### src/rtl/core/grid_convex_hull_macros.svh
// Assertion macros shared by the grid convex hull RTL.
`ifndef GRID_CONVEX_HULL_MACROS_SVH
`define GRID_CONVEX_HULL_MACROS_SVH
`ifndef NO_ASSERTIONS
`define GCH_ASSERT_IMPL(label, ante, cons) \
  label: assert property (@(posedge clk) disable iff (rst) (ante) |-> (cons)) \
    else $error("grid convex hull check failed");
`define GCH_ASSERT_NEXT(label, ante, cons) \
  label: assert property (@(posedge clk) disable iff (rst) (ante) |=> (cons)) \
    else $error("grid convex hull check failed");
`else
`define GCH_ASSERT_IMPL(label, ante, cons)
`define GCH_ASSERT_NEXT(label, ante, cons)
`endif
`endif

### src/rtl/core/gch_pkg.sv
// Shared constants and types of the grid convex hull.
package gch_pkg;
  localparam int ROWS = 1024;
  localparam int COORD_BITS = 10;
  localparam int CHAIN_DEPTH = 32;
  localparam int FIELD_W = 10;
  localparam int ROW_W = (ROWS > 1) ? $clog2(ROWS) : 1;
  localparam int CNT_W = $clog2(CHAIN_DEPTH + 1);
  localparam int SADDR_W = $clog2(CHAIN_DEPTH);
  localparam int V_W = ((ROW_W > COORD_BITS) ? ROW_W : COORD_BITS) + 1;
  localparam int PROD_W = 2 * V_W;
  localparam int TURN_W = PROD_W + 1;

  typedef struct packed {
    logic [ROW_W-1:0] y;
    logic [COORD_BITS-1:0] x;
  } pt_t;

  typedef struct packed {
    logic used;
    logic [COORD_BITS-1:0] min;
    logic [COORD_BITS-1:0] max;
  } row_entry_t;

  localparam row_entry_t ROW_CLEAR = '{used: 1'b0, min: {COORD_BITS{1'b1}}, max: '0};

  typedef struct packed {
    logic valid;
    logic pop;
    pt_t pt;
  } chain_cmd_t;

  typedef struct packed {
    logic done;
    logic ovf;
    logic [CNT_W-1:0] cnt;
    pt_t top;
  } chain_stat_t;
endpackage

### src/rtl/core/gch_chain.sv
// One hull chain: stack memory with cached top entries and a turn test unit.
`include "grid_convex_hull_macros.svh"
module gch_chain import gch_pkg::*; (
  input  logic clk,
  input  logic rst,
  input  logic right,
  input  logic clr,
  input  chain_cmd_t cmd,
  input  logic rd_en,
  input  logic [SADDR_W-1:0] rd_addr,
  output pt_t rd_data,
  output chain_stat_t stat
);
  typedef enum logic [2:0] {C_IDLE, C_MUL, C_CMP, C_REFILL, C_PUSH} cstate_t;

  cstate_t st;
  pt_t mem [CHAIN_DEPTH];
  pt_t rdq;
  pt_t top1;
  pt_t top2;
  pt_t pt;
  logic [CNT_W-1:0] cnt;
  logic ovf;
  logic done;
  logic signed [PROD_W-1:0] p1;
  logic signed [PROD_W-1:0] p2;
  logic signed [V_W-1:0] ex;
  logic signed [V_W-1:0] ey;
  logic signed [V_W-1:0] fx;
  logic signed [V_W-1:0] fy;
  logic signed [TURN_W-1:0] turn;
  logic wrong;
  logic [CNT_W-1:0] cnt_m3;
  logic [SADDR_W-1:0] raddr;

  always_comb begin
    ex = V_W'(top1.x) - V_W'(top2.x);
    ey = V_W'(pt.y) - V_W'(top2.y);
    fy = V_W'(top1.y) - V_W'(top2.y);
    fx = V_W'(pt.x) - V_W'(top2.x);
    turn = TURN_W'(p1) - TURN_W'(p2);
    wrong = right ? turn[TURN_W-1] : (!turn[TURN_W-1] && turn != '0);
    cnt_m3 = cnt - CNT_W'(3);
    raddr = rd_en ? rd_addr : cnt_m3[SADDR_W-1:0];
  end

  assign rd_data = rdq;
  assign stat = '{done: done, ovf: ovf, cnt: cnt, top: top1};

  always_ff @(posedge clk) begin
    rdq <= mem[raddr];
    if (st == C_PUSH && cnt != CNT_W'(CHAIN_DEPTH)) begin
      mem[cnt[SADDR_W-1:0]] <= pt;
    end
  end

  always_ff @(posedge clk) begin
    if (rst) begin
      st <= C_IDLE;
      cnt <= '0;
      ovf <= 1'b0;
      done <= 1'b0;
    end else begin
      done <= 1'b0;
      case (st)
        C_IDLE: begin
          if (clr) begin
            cnt <= '0;
            ovf <= 1'b0;
          end else if (cmd.valid) begin
            pt <= cmd.pt;
            st <= (cmd.pop && cnt > CNT_W'(1)) ? C_MUL : C_PUSH;
          end
        end
        C_MUL: begin
          p1 <= ex * ey;
          p2 <= fy * fx;
          st <= C_CMP;
        end
        C_CMP: begin
          if (wrong) begin
            cnt <= cnt - CNT_W'(1);
            top1 <= top2;
            st <= (cnt >= CNT_W'(3)) ? C_REFILL : C_PUSH;
          end else begin
            st <= C_PUSH;
          end
        end
        C_REFILL: begin
          top2 <= rdq;
          st <= C_MUL;
        end
        C_PUSH: begin
          if (cnt == CNT_W'(CHAIN_DEPTH)) begin
            ovf <= 1'b1;
          end else begin
            top2 <= top1;
            top1 <= pt;
            cnt <= cnt + CNT_W'(1);
          end
          done <= 1'b1;
          st <= C_IDLE;
        end
        default: st <= C_IDLE;
      endcase
    end
  end

  `GCH_ASSERT_IMPL(a_cnt_range, 1'b1, cnt <= CNT_W'(CHAIN_DEPTH))
  `GCH_ASSERT_IMPL(a_cmd_idle, cmd.valid, st == C_IDLE)
  `GCH_ASSERT_NEXT(a_full_ovf, st == C_PUSH && cnt == CNT_W'(CHAIN_DEPTH), ovf)
endmodule

### config.mk
export PLATFORM = sky130hd
export DESIGN_NAME = gch_chain
export DESIGN_NICKNAME = d
export VERILOG_FILES = /design/src/rtl/core/gch_pkg.sv /design/src/rtl/core/gch_chain.sv
export VERILOG_INCLUDE_DIRS = /design/src /design/src/rtl/core
export SDC_FILE = /design/constraint.sdc
export NUM_CORES = 2
export LEC_CHECK = 0
export BUFFER_PORTS_ARGS = -buffer_cell sky130_fd_sc_hd__buf_4
export CAP_MARGIN = 20
export CELL_PAD_IN_SITES_DETAIL_PLACEMENT = 0
export CELL_PAD_IN_SITES_GLOBAL_PLACEMENT = 1
export CORE_MARGIN = 4
export CORE_UTILIZATION = 52
export CTS_CLUSTER_SIZE = 10
export DETAILED_ROUTE_END_ITERATION = 10
export GPL_TIMING_DRIVEN = 0
export PLACE_DENSITY_LB_ADDON = 0.1
export SLEW_MARGIN = 20
export SYNTH_ARGS = -nofsm -noshare
export SYNTH_HDL_FRONTEND = slang
export SYNTH_SLANG_ARGS = --single-unit
### constraint.sdc
create_clock -name clk -period 8.4 [get_ports clk]
set_input_delay 0.84 -clock clk [delete_from_list [all_inputs] [get_ports clk]]
set_output_delay 0.84 -clock clk [all_outputs]
set_load 0.05 [all_outputs]
==> summary.txt <==
Run status
  • Outcome: completed

Clocking
  • Cts bufs inserted: 89
  • Clock Tree Root: clkbuf_16
  • Clock Latency Late Sink: 0.65 ns
  • CTS tree: built
  • CTS sink cnt: 775
  • H-tree depth: 3
  • CTS max path bufs: 3
  • Clock Pin Slew Worst Setup and Hold Paths: 0.06 ns

STA
  • Final period util: 0.955
  • Hold Vio Cnt, Final: 0
  • Setup Skew: 0.0380 ns
  • Final setup violation count: 0
  • Fmax: 125 MHz
  • RSZ-0062 raised after global routing: yes
  • Setup TNS: 0 ns
  • Final Max Tran Viols: 0
  • Slew Limit Headroom: 0.217
  • Final min period: 8.02 ns
  • Slew @ Worst Pin: 1.18 ns
  • WHS: 0.371 ns

Power and ir drop
  • Peak supply drop: 764 uV
  • P_int: 12100 uW
  • Clock power frac: 0.162
  • PD cells: 439 nW/um2
  • Switching share of power: 0.437
  • Flop pwr share: 0.234
  • P_leak: 0.0191 uW
  • Logic pwr share: 0.605
  • Psw: 9380 uW

Worst hold path
  • Beginning of the worst hold path: cmd[4]
  • Hold WC Path Type: input port to flip-flop

Yosys
  • Mean Syn Cell Area: 11.2 um2
  • Post-synth ARST share: 0
  • Largest family of logic cells by synthesized area: adder cells
  • Compound-Gate Fraction of Synth Area: 0.104
  • Ys flop type: edfxtp_1
  • Distinct cells, synth: 88
  • Post-synthesis xor/xnor area fraction: 0.0130
  • Commonest cells post-synth: nand2_1 (783), edfxtp_1 (744), inv_1 (391)
  • Post-Syn Nets: 4269
  • Area leader, netlist: edfxtp_1
  • Count leader, synth: nand2_1
  • Area contributors post-synth: edfxtp_1 (52%), fa_1 (11%), nand2_1 (6.8%), ha_1 (4.6%), inv_1 (3.4%)
  • YS warnings: 0
  • Seq/Total Area, Yosys: 0.534
  • Synth Register Bits: 775
  • Synthesized cell area: 43000 um2
  • Mux cell area share after synthesis: 0.00163
  • Cell count after synthesis: 3837
  • Synth Area in Adders: 0.158
  • Number of synthesized flops with an enable pin: 744
  • Simple-gate area share of the yosys netlist: 0.136
  • Top-area cell type share of the netlist area: 0.520

Setup path
  • Worst path slowest cell: or4_1
  • Max stage delay on crit path: 0.57 ns
  • Critical Path Sink Type: flip-flop
  • Startpoint types: flip-flop
  • Worst EP arrival: 8.41 ns
  • Critical path fanouts, max: 13
  • WS Path Type: flip-flop to flip-flop
  • Worst endpoint required time: 8.78 ns
  • FF-to-FF Start: pt[10]
  • Critical Path Source: pt[10]

Placed design
  • Placed insts: 5065
  • Post-DP Area: 46200 um2
  • Routability cong.: 0.918
  • DPL Wire Length: 93.9 mm
  • # port buffers: 78

Die
  • Core region area: 82000 um2
  • Row cnt: 105
  • # IOs: 80
  • Die X: 296 um
  • Die Span Y: 296 um
  • Effective utilization at floorplan: 0.525
  • Die ar.: 87400 um2

Route
  • DRC: 0
  • DRT Wirelength: 124 mm
  • Via density: 5.69
  • Via count: 29618
  • DR WL/cell: 23.7 um
  • DR iter-0 viols: 3003
  • Final ANT Viol Nets: 0
  • Drt pass-1 iters: 6

GRT
  • Largest net degree at the start of global routing: 21
  • First-pass GRT wire length: 184 mm
  • Vias in the first global route: 29597
  • GRT overflow: 0
  • Initial antenna violation count: 1
  • Total track usage: 0.285

Flow run
  • Maxcap violations: 0

Finish
  • # fillers: 6885
  • Nets: 4520
  • Final core occ: 0.596
  • Layout cells sized above 1: 0.0893
  • Post-route cell area: 48800 um2
  • Post-route insts no fill: 5204
  • Area delta synth->final: 13.5%
[registers in the layout, summed over array words and instances (netlist names)]
| register | count |
|---|---|
| ovf | 1 |
| st | 3 |
| pt | 20 |
| p2 | 22 |
| rd_data | 20 |
| done | 1 |
| cnt | 6 |
| mem | 640 |
| p1 | 22 |
| top2 | 20 |
| stat | 20 |
[cells by family (layout without fill, tap and decap cells)]
group | after synthesis | in the layout
AO/OA/AOI/OAI | 649 | 649
XOR/XNOR | 64 | 64
adder cells (fa/ha/maj) | 400 | 400
buffers and inverters | 590 | 886
flip-flops | 775 | 775
multiplexers | 7 | 7
other | 0 | 1
AND/OR/NAND/NOR | 1352 | 1352
[final timing paths]
check / endpoint / slack (ns) / depth (start not counted)
max: p1[21] / 0.38 / 31
min: pt[4] / 0.37 / 1
max reg2reg: p1[21] / 0.38 / 31
min reg2reg: ovf / 0.50 / 2
[placed cells by master, fill, tap and decap left out, drive strengths merged, types with 22 or more instances in the layout]
| cell | count |
|---|---|
| a311oi | 83 |
| nor2 | 275 |
| inv | 394 |
| nor3 | 36 |
| a31oi | 89 |
| o21ai | 84 |
| nor2b | 26 |
| a211oi | 152 |
| edfxtp | 744 |
| fa | 241 |
| ha | 159 |
| nand2 | 783 |
| a21o | 38 |
| a21oi | 121 |
| a21boi | 22 |
| clkbuf | 301 |
| and2 | 109 |
| nand3 | 29 |
| dfxtp | 31 |
| buf | 181 |
| xnor2 | 53 |
[power by group through the flow]
stage               Clock (uW)  Combinational (uW)  Sequential [uW]
floorplan                    0                8740             5140
global placement             0               12400             5100
detailed placement           0               12600             5060
CTS                       3500               13100             5000
global route              3650               14600             5010
finish                    3460               13000             5010
[through the flow]
stage | setup WS (ns) | total power [uW]
3_3_place_gp | -1.46 | 17500
3_5_place_dp | -0.936 | 17700
2_1_floorplan | 1.05 | 13900
4_1_cts | -0.266 | 21600
6_report | 0.378 | 21400
5_1_grt | -0.00682 | 23200
[final cells by class]
type | instances | area (um2) | area share
multi-input cells | 2472 | 18000 | 0.368
flip-flops and latches | 775 | 23000 | 0.470
well taps | 1070 | 1340 | 0.0274
inverters | 393 | 1480 | 0.0302
plain buffers | 195 | 806 | 0.0165
repair buffers | 162 | 1730 | 0.0354
clock inverters | 11 | 158 | 0.00323
clock buffers | 125 | 2370 | 0.0486
diodes | 1 | 2.50 | 0.0000512
[critical path: cells and delay by family (launching register included)]
family	cells	cell delay (ns)
buf+inv	7	0.65
flops	1	0.48
simple gates	4	0.80
compound gates	11	2.15
xor+xnor	1	0.41
fa+ha+maj	8	3.26
[metal layers]
metal	track usage	vias up	part of all wire
met5	0	-	0
met4	0.131	0	0.052
met3	0.0361	232	0.064
met2	0.467	1074	0.47
met1	0.385	14552	0.41
li1	-	13760	-
[timing repair]
item | CTS | global route
pin swaps | 1 | 2
hold buffers | 0 | 0
gates resized for setup | 5 | 43
endpoints found under the setup margin | 5 | 12
setup buffers | 2 | 2
(Power assumes the default switching activity.)
